==> src/hw/rtl/sle_pkg.sv <==
// Sorted list engine package: request and status codes, controller states and
// the per-cell control bundle. Used by the interfaces, sle_cell and the top level.
// No dependencies.
package sle_pkg;

    typedef enum logic [1:0] {
        OP_INSERT = 2'd0,
        OP_SEARCH = 2'd1,
        OP_REMOVE = 2'd2,
        OP_CLEAR  = 2'd3
    } op_t;

    typedef enum logic [1:0] {
        ST_DONE     = 2'd0,
        ST_NOTFOUND = 2'd1,
        ST_FULL     = 2'd2
    } status_t;

    typedef enum logic {
        S_IDLE   = 1'b0,
        S_UPDATE = 1'b1
    } state_t;

    localparam int VALUE_W    = 32;
    localparam int POSITION_W = 4;
    localparam int COUNT_W    = 5;

    // Control broadcast from the controller to every cell of the chain.
    typedef struct packed {
        logic flag_en;    // capture compare flags against the incoming value
        logic do_insert;  // open a slot at the insertion point and fill it
        logic do_remove;  // close the gap at the first match
    } cell_ctrl_t;

endpackage

==> src/hw/rtl/sle_if.sv <==
// Handshake channels of the sorted list engine: request and response.
// Depends on sle_pkg.
interface sle_req_if;
    import sle_pkg::*;

    logic                       valid;
    logic                       ready;
    op_t                        op;
    logic signed [VALUE_W-1:0]  value;

    modport source (output valid, output op, output value, input ready);
    modport sink   (input valid, input op, input value, output ready);
endinterface

interface sle_rsp_if;
    import sle_pkg::*;

    logic                   valid;
    logic                   ready;
    status_t                status;
    logic [POSITION_W-1:0]  position;
    logic [COUNT_W-1:0]     entry_count;

    modport source (output valid, output status, output position, output entry_count,
                    input ready);
    modport sink   (input valid, input status, input position, input entry_count,
                    output ready);
endinterface

==> src/hw/rtl/sle_cell.sv <==
// One cell of the sorted chain: holds a single entry and its compare flags,
// and trades entries with its neighbors on insert and remove.
// Depends on sle_pkg.
module sle_cell (
    input  logic                                clk,
    input  sle_pkg::cell_ctrl_t                 ctrl,
    input  logic                                valid_in,
    input  logic signed [sle_pkg::VALUE_W-1:0]  cmp_value,
    input  logic signed [sle_pkg::VALUE_W-1:0]  req_value,
    input  logic signed [sle_pkg::VALUE_W-1:0]  left_entry,
    input  logic signed [sle_pkg::VALUE_W-1:0]  right_entry,
    input  logic                                left_lt,
    output logic signed [sle_pkg::VALUE_W-1:0]  entry,
    output logic                                lt,
    output logic                                boundary,
    output logic                                match
);
    import sle_pkg::*;

    logic signed [VALUE_W-1:0] entry_reg;
    logic signed [VALUE_W-1:0] entry_next;
    logic                      lt_reg;
    logic                      eq_reg;

    // The flags form a thermometer along the sorted chain; the insertion point
    // is where it turns from smaller to not smaller.
    assign boundary = left_lt && !lt_reg;
    assign match    = boundary && eq_reg;
    assign entry    = entry_reg;
    assign lt       = lt_reg;

    always_comb
    begin
        entry_next = entry_reg;
        if (ctrl.do_insert)
        begin
            if (boundary)
            begin
                entry_next = req_value;
            end
            else if (!left_lt)
            begin
                entry_next = left_entry;
            end
        end
        else if (ctrl.do_remove)
        begin
            if (!lt_reg)
            begin
                entry_next = right_entry;
            end
        end
    end

    always_ff @(posedge clk)
    begin
        entry_reg <= entry_next;
        if (ctrl.flag_en)
        begin
            lt_reg <= valid_in && (entry_reg < cmp_value);
            eq_reg <= valid_in && (entry_reg == cmp_value);
        end
    end

endmodule

==> src/hw/rtl/sorted_list_engine_unit.sv <==
// Top level of the sorted list engine: controller, result register and the
// chain of sle_cell instances. Depends on sle_pkg, sle_if and sle_cell.
//
//   Channel  Direction  Handshake     Payload
//   req      in         valid/ready   op, value
//   rsp      out        valid/ready   status, position, entry_count
//
// At the accepting edge every cell compares its entry with the request value in
// parallel and registers the result. In the update state, once the response
// slot is free, the flags give the position, an insert or remove shifts the
// cells by one place and the response register is written. A response that is
// not taken lets one more request in but holds that request in the update
// state, so the request after it waits at the input. Reset empties the list by
// clearing the entry count; the stored entries are not cleared.
module sorted_list_engine_unit #(
    parameter int CAPACITY = 16
) (
    input  logic       clk,
    input  logic       rst_n,
    sle_req_if.sink    req,
    sle_rsp_if.source  rsp
);
    import sle_pkg::*;

    localparam int CW   = $clog2(CAPACITY + 1);
    localparam int IDXW = $clog2(CAPACITY);

    state_t                    state_reg;
    state_t                    state_next;
    op_t                       op_reg;
    logic signed [VALUE_W-1:0] value_reg;
    logic [CW-1:0]             count_reg;
    logic [CW-1:0]             count_next;

    logic                      rsp_valid_reg;
    status_t                   status_reg;
    logic [POSITION_W-1:0]     position_reg;
    logic [COUNT_W-1:0]        entry_count_reg;

    logic                      accept;
    logic                      commit;
    logic                      slot_free;
    logic                      full;
    logic                      hit;
    logic [IDXW-1:0]           pos;
    status_t                   status_next;
    logic [IDXW-1:0]           pos_next;
    cell_ctrl_t                ctrl;

    logic signed [VALUE_W-1:0] cell_entry [CAPACITY];
    logic [CAPACITY-1:0]       cell_lt;
    logic [CAPACITY-1:0]       cell_boundary;
    logic [CAPACITY-1:0]       cell_match;
    logic [CAPACITY-1:0]       cell_valid;

    // The chain of cells. Cell 0 sees an imaginary smaller neighbor on its
    // left, so an empty list or a value below every entry inserts at the head.
    // The last cell takes its own entry when the gap closes past the end.
    genvar i;
    generate
        for (i = 0; i < CAPACITY; i++)
        begin : g_cell
            logic                      left_lt;
            logic signed [VALUE_W-1:0] left_entry;
            logic signed [VALUE_W-1:0] right_entry;

            assign cell_valid[i] = (count_reg > CW'(i));

            if (i == 0)
            begin : g_head
                assign left_lt    = 1'b1;
                assign left_entry = value_reg;
            end
            else
            begin : g_body
                assign left_lt    = cell_lt[i-1];
                assign left_entry = cell_entry[i-1];
            end

            if (i == CAPACITY - 1)
            begin : g_tail
                assign right_entry = cell_entry[i];
            end
            else
            begin : g_inner
                assign right_entry = cell_entry[i+1];
            end

            sle_cell u_cell (
                .clk         (clk),
                .ctrl        (ctrl),
                .valid_in    (cell_valid[i]),
                .cmp_value   (req.value),
                .req_value   (value_reg),
                .left_entry  (left_entry),
                .right_entry (right_entry),
                .left_lt     (left_lt),
                .entry       (cell_entry[i]),
                .lt          (cell_lt[i]),
                .boundary    (cell_boundary[i]),
                .match       (cell_match[i])
            );
        end
    endgenerate

    // At most one cell sees the boundary, so the position is a plain OR of
    // the indexes. No boundary means every held entry is smaller and the list
    // is full; neither a hit nor an insert can follow then.
    always_comb
    begin
        pos = '0;
        for (int k = 0; k < CAPACITY; k++)
        begin
            if (cell_boundary[k])
            begin
                pos = pos | IDXW'(k);
            end
        end
    end

    assign hit       = |cell_match;
    assign full      = (count_reg == CW'(CAPACITY));
    assign slot_free = !rsp_valid_reg || rsp.ready;
    assign accept    = req.valid && req.ready;

    // Next-state logic.
    always_comb
    begin
        state_next = state_reg;
        case (state_reg)
            S_IDLE:
            begin
                if (accept)
                begin
                    state_next = S_UPDATE;
                end
            end
            S_UPDATE:
            begin
                if (slot_free)
                begin
                    state_next = S_IDLE;
                end
            end
            default:
            begin
                state_next = S_IDLE;
            end
        endcase
    end

    // Controller outputs.
    always_comb
    begin
        req.ready      = (state_reg == S_IDLE);
        commit         = (state_reg == S_UPDATE) && slot_free;
        ctrl.flag_en   = (state_reg == S_IDLE) && req.valid;
        ctrl.do_insert = commit && (op_reg == OP_INSERT) && !full;
        ctrl.do_remove = commit && (op_reg == OP_REMOVE) && hit;
    end

    // Response and new entry count for the request in the update cycle.
    always_comb
    begin
        status_next = ST_DONE;
        pos_next    = '0;
        count_next  = count_reg;
        case (op_reg)
            OP_INSERT:
            begin
                if (full)
                begin
                    status_next = ST_FULL;
                end
                else
                begin
                    pos_next   = pos;
                    count_next = count_reg + CW'(1);
                end
            end
            OP_SEARCH, OP_REMOVE:
            begin
                if (hit)
                begin
                    pos_next = pos;
                    if (op_reg == OP_REMOVE)
                    begin
                        count_next = count_reg - CW'(1);
                    end
                end
                else
                begin
                    status_next = ST_NOTFOUND;
                end
            end
            default:
            begin
                count_next = '0;
            end
        endcase
    end

    always_ff @(posedge clk or negedge rst_n)
    begin
        if (!rst_n)
        begin
            state_reg     <= S_IDLE;
            count_reg     <= '0;
            rsp_valid_reg <= 1'b0;
        end
        else
        begin
            state_reg <= state_next;
            if (commit)
            begin
                count_reg     <= count_next;
                rsp_valid_reg <= 1'b1;
            end
            else if (rsp.ready)
            begin
                rsp_valid_reg <= 1'b0;
            end
        end
    end

    always_ff @(posedge clk)
    begin
        if (accept)
        begin
            op_reg    <= req.op;
            value_reg <= req.value;
        end
        if (commit)
        begin
            status_reg      <= status_next;
            position_reg    <= POSITION_W'(pos_next);
            entry_count_reg <= COUNT_W'(count_next);
        end
    end

    assign rsp.valid       = rsp_valid_reg;
    assign rsp.status      = status_reg;
    assign rsp.position    = position_reg;
    assign rsp.entry_count = entry_count_reg;

endmodule
==> src/flat_wrapper.sv <==
// flat-port wrapper written by rule: the top's interface ports become plain ports
module sorted_list_engine_unit_flat import sle_pkg::*;
#(
    parameter int CAPACITY = 16
)
  (clk, rst_n, req_valid, req_op, req_value, req_ready, rsp_valid, rsp_status, rsp_position, rsp_entry_count, rsp_ready);
  sle_req_if req_i ();
  sle_rsp_if rsp_i ();
  input  logic clk;
  input  logic rst_n;
  input wire logic [$bits(req_i.valid)-1:0] req_valid;
  input wire logic [$bits(req_i.op)-1:0] req_op;
  input wire logic [$bits(req_i.value)-1:0] req_value;
  output wire logic [$bits(req_i.ready)-1:0] req_ready;
  output wire logic [$bits(rsp_i.valid)-1:0] rsp_valid;
  output wire logic [$bits(rsp_i.status)-1:0] rsp_status;
  output wire logic [$bits(rsp_i.position)-1:0] rsp_position;
  output wire logic [$bits(rsp_i.entry_count)-1:0] rsp_entry_count;
  input wire logic [$bits(rsp_i.ready)-1:0] rsp_ready;
  assign req_i.valid = req_valid;
  assign req_i.op = req_op;
  assign req_i.value = req_value;
  assign req_ready = req_i.ready;
  assign rsp_valid = rsp_i.valid;
  assign rsp_status = rsp_i.status;
  assign rsp_position = rsp_i.position;
  assign rsp_entry_count = rsp_i.entry_count;
  assign rsp_i.ready = rsp_ready;
  sorted_list_engine_unit #(.CAPACITY(CAPACITY)) u_core (.clk(clk), .rst_n(rst_n), .req(req_i), .rsp(rsp_i));
endmodule
==> config.mk <==
export PLATFORM = sky130hd
export DESIGN_NAME = sorted_list_engine_unit_flat
export DESIGN_NICKNAME = d
export VERILOG_FILES = /design/src/hw/rtl/sle_pkg.sv /design/src/hw/rtl/sle_if.sv /design/src/hw/rtl/sle_cell.sv /design/src/hw/rtl/sorted_list_engine_unit.sv /design/src/flat_wrapper.sv
export SDC_FILE = /design/constraint.sdc
export NUM_CORES = 2
export LEC_CHECK = 0
export BUFFER_PORTS_ARGS = -buffer_cell sky130_fd_sc_hd__buf_4
export CORE_ASPECT_RATIO = 1.2
export CORE_MARGIN = 2
export CORE_UTILIZATION = 34
export DETAILED_ROUTE_END_ITERATION = 6
export GPL_TIMING_DRIVEN = 0
export PLACE_DENSITY = 0.51
export SYNTH_ARGS = -nofsm -noshare
export SYNTH_HDL_FRONTEND = slang
export SYNTH_SLANG_ARGS = --single-unit
==> constraint.sdc <==
create_clock -name clk -period 11.35 [get_ports clk]
set_input_delay 0 -clock clk [delete_from_list [all_inputs] [get_ports clk]]
set_output_delay 0 -clock clk [all_outputs]
set_load 0.03 [all_outputs]
==> flow_metrics.py <==
metrics = {
    "synthesis": {
        "synth_top_family_by_area": "adder cells",
        "avgSynthCellArea_sq_um": 10.7,
        "ys_ff_latch": 596,
        "syn_nets": 4309,
        "synth-edff-count": 589,
        "synth_xor_area_frac": 0.000652,
        "synth_mux_area_frac": 0.132,
        "ys_seq_area_frac": 0.443,
        "yosysUniqueCellTypes": 66,
        "async_flop_share": 0.0117,
        "synth_area_sq_um": 40300,
        "synthSimpleGateAreaFrac": 0.107,
        "syn_inst": 3751,
        "synth_compound_area_frac": 0.127,
        "ys.flop_type": "edfxtp_1",
        "synth_adder_area_share": 0.161,
        "yosysWarnings": 0,
    },
    "sta": {
        "fmax_ghz": 0.202,
        "rsz0062_at_grt": "no",
        "clock_skew_ns": 0.0274,
        "slew_headroom": 0.0253,
        "tns_ns": 0,
        "setup_viol": 0,
        "finalHoldViolCount": 0,
        "layout_setup_ws_ns": 6.40,
        "min_period_ns": 4.95,
        "post-route-period-util": 0.436,
        "worstMarginPinSlew_ns": 1.46,
        "drv_slew": 0,
    },
    "floorplanning": {
        "die-area_sq_um": 121000,
        "io_pins": 51,
        "die_h_um": 381,
        "start_util": 0.342,
        "core_sq_um": 118000,
        "num_rows": 138,
        "die_w_um": 318,
    },
    "critical_path": {
        "r2r_slack_ns": 6.40,
        "setup.worst_path.class": "flop to flop",
        "cp.arrival_ns": 5.34,
        "critPathLaunchType": "flop",
        "r2r-start": "u_core.count_reg[0]$_DFFE_PN0P_",
        "critPathRequiredTime_ns": 11.75,
        "path_max_fanout": 17,
        "r2r_cells": 10,
        "crit_slowest_cell": "clkbuf_1",
        "worstReg2RegEnd": "u_core.g_cell[14].u_cell.entry[26]$_DFFE_PP_",
        "crit_path_end_kind": "flop",
        "crit_chain": "clkbuf_1 -> inv_1 -> ha_1 -> nand3_1 -> nand3_1 -> buf_2 -> buf_2 -> clkbuf_1 -> o22ai_4 -> buf_16",
        "critPathMaxStageDelay_ns": 1.10,
    },
    "pwr": {
        "swShare": 0.386,
        "p_seq_frac": 0.388,
        "switchingPower_mw": 3.53,
        "p_int_mw": 5.63,
        "irDropWorstVdd_v": 0.000153,
        "p_clk_frac": 0.242,
        "p_comb_frac": 0.369,
        "power.leakage_nw": 19.9,
        "powerDensity_nw_per_um2": 200,
    },
    "finish": {
        "layout-drive-gt1-share": 0.0761,
        "diodes": 0,
        "stdcell_area_sq_um": 45800,
        "area_growth_pct": 13.7,
        "final_cell_mix": "edfxtp_1, nand2_1, ha_1, mux2i_1, o21ai_0",
        "fillCellCount": 11700,
        "largest_reg_flops": 512,
        "mostFrequentLayoutCell": "edfxtp_1",
        "layout.nets": 4490,
    },
    "clock_network": {
        "cts_root_buf": "clkbuf_16",
        "numCtsBuffers": 71,
        "htreeDepth": 3,
        "cts.clk_slew.worst_paths_ns": 0.06,
        "clk_path_buf_depth": 3,
        "insertion_delay_ns": 0.65,
        "postCtsSetupBuffers": 0,
        "cts_tree": "built",
        "clock_sinks": 596,
    },
    "worst_hold_path": {
        "hold-path-endpoint": "u_core.g_cell[0].left_entry[4]$_DFFE_PP_",
        "holdPathStages": 2,
        "min_from": "req_value[4]",
        "hold_class": "primary input to flop",
    },
    "detailed_routing": {
        "drt_iter0_drc": 2431,
        "wl_per_cell_um": 24.9,
        "vias": 30600,
        "routed_wl_um": 137000,
        "via_per_inst": 5.54,
        "drc": 0,
        "dr.pass1.iters": 6,
        "drtAntennaViolNets": 0,
    },
    "global_routing": {
        "grt_pass1_vias": 31100,
        "grt.total_usage": 0.220,
        "grt_max_degree": 33,
        "overflow": 0,
        "grt_antenna_before_repair": 0,
        "grt_pass1_wl_um": 198000,
    },
    "placed_design": {
        "placedInstanceArea_sq_um": 43300,
        "port_buffers": 50,
        "dp_hpwl_um": 113000,
        "post-place-ws_ns": 6.49,
        "routabilityCongestion": 0.893,
    },
    "outcome": {
        "outcome": "completed",
    },
    "run": {
        "maxCapViolations": 0,
    },
}
## critical path, delay by kind of cell (launching register included)
kind / cells / cell delay [ns]
DFF: 1 / 0.42
AOI/OAI and AO/OA: 1 / 0.44
and+or+nand+nor: 2 / 0.88
adders and majority gates: 1 / 0.23
buffers and inverters: 6 / 2.65
## how the worst max path moves through the flow
stage | to | depth (start not counted) | slack, ns | from
finish | u_core.g_cell[14].u_cell.entry[26]$_DFFE_PP_ | 10 | 6.40 | u_core.count_reg[0]$_DFFE_PN0P_
CTS | u_core.g_cell[14].u_cell.entry[25]$_DFFE_PP_ | 10 | 6.46 | u_core.count_reg[0]$_DFFE_PN0P_
floorplan | u_core.g_cell[15].u_cell.entry[0]$_DFFE_PP_ | 9 | 7.34 | u_core.count_reg[0]$_DFFE_PN0P_
global route | u_core.g_cell[14].u_cell.entry[26]$_DFFE_PP_ | 10 | 6.25 | u_core.count_reg[0]$_DFFE_PN0P_
detailed placement | u_core.g_cell[14].u_cell.entry[25]$_DFFE_PP_ | 10 | 6.49 | u_core.count_reg[0]$_DFFE_PN0P_
global placement | u_core.g_cell[0].left_entry[4]$_DFFE_PP_ | 1 | 3.60 | u_core.state_reg$_DFF_PN0_
## metal layers
layer  GRT usage  vias up  part of all wire
met5           0        -                 0
met4      0.0973        0             0.042
met1       0.261    14900              0.41
met2       0.400      768              0.51
met3      0.0241      219             0.042
li1            -    14700                 -
## power by group through the flow
stage | Sequential (mW) | Clock, mW | Combinational, mW
5_1_grt | 3.61 | 2.33 | 3.71
6_report | 3.56 | 2.22 | 3.38
3_3_place_gp | 3.61 | 0 | 3.15
2_1_floorplan | 3.47 | 0 | 2.14
3_5_place_dp | 3.58 | 0 | 3.35
4_1_cts | 3.54 | 2.26 | 3.38
## area by class of cell
type / count / area (sq um) / share of cell area
Buffer: 205 / 850 / 0.0185
Clock buffer: 100 / 1970 / 0.0430
Clock inverter: 25 / 164 / 0.00358
Inverter: 79 / 297 / 0.00647
Multi-Input combinational cell: 2871 / 21500 / 0.469
Sequential cell: 596 / 17900 / 0.390
Tap cell: 1540 / 1930 / 0.0421
Timing Repair Buffer: 108 / 1250 / 0.0273
## cell families after synthesis
group	Yosys count
AOI/OAI and AO/OA	897
xor gates and xnor gates	3
adders and majority gates	520
buffers and inverters	284
DFF	596
muxes	524
and+or+nand+nor	927
## timing repair
item	CTS	global route
endpoints found under the setup margin	0	0
endpoints found under the hold margin	49	0
gates resized for setup	0	0
hold buffers	38	0
## per-stage QoR
stage | hold slack [ns] | utilization | cells | power, mW
final | 0.0801 | 0.389 | 5524 | 9.16
after global placement | -0.169 | 0.362 | 5341 | 6.76
after global routing | 0.0797 | 0.389 | 5524 | 9.65
after floorplan | -0.296 | - | 3751 | 5.61
after detailed placement | -0.168 | 0.368 | 5361 | 6.94
after CTS | 0.0400 | 0.389 | 5524 | 9.18
## Yosys cell counts, drive strengths merged (7+ instances only)
library cell / number / area [sq um]
a2111oi: 9 / 78.8
a211oi: 18 / 135
a21boi: 11 / 82.6
a21o: 55 / 413
a21oi: 188 / 941
a221oi: 10 / 93.8
a31oi: 13 / 81.3
and3: 14 / 87.6
and4: 9 / 78.8
buf: 65 / 324
clkbuf: 140 / 526
dfrtp: 7 / 175
edfxtp: 589 / 17700
ha: 520 / 6510
inv: 78 / 293
mux2: 73 / 822
mux2i: 451 / 4510
nand2: 541 / 2040
nand2b: 21 / 131
nand3: 57 / 285
nand3b: 11 / 82.6
nand4: 115 / 719
nor2: 49 / 184
nor2b: 29 / 181
nor3: 22 / 110
nor3b: 7 / 52.6
nor4: 30 / 200
o211ai: 20 / 150
o21a: 11 / 82.6
o21ai: 496 / 2480
o21bai: 8 / 60.1
o22ai: 20 / 125
o41ai: 7 / 80.1
or3: 7 / 43.8
Note: power is estimated with default switching activity, not from simulation.
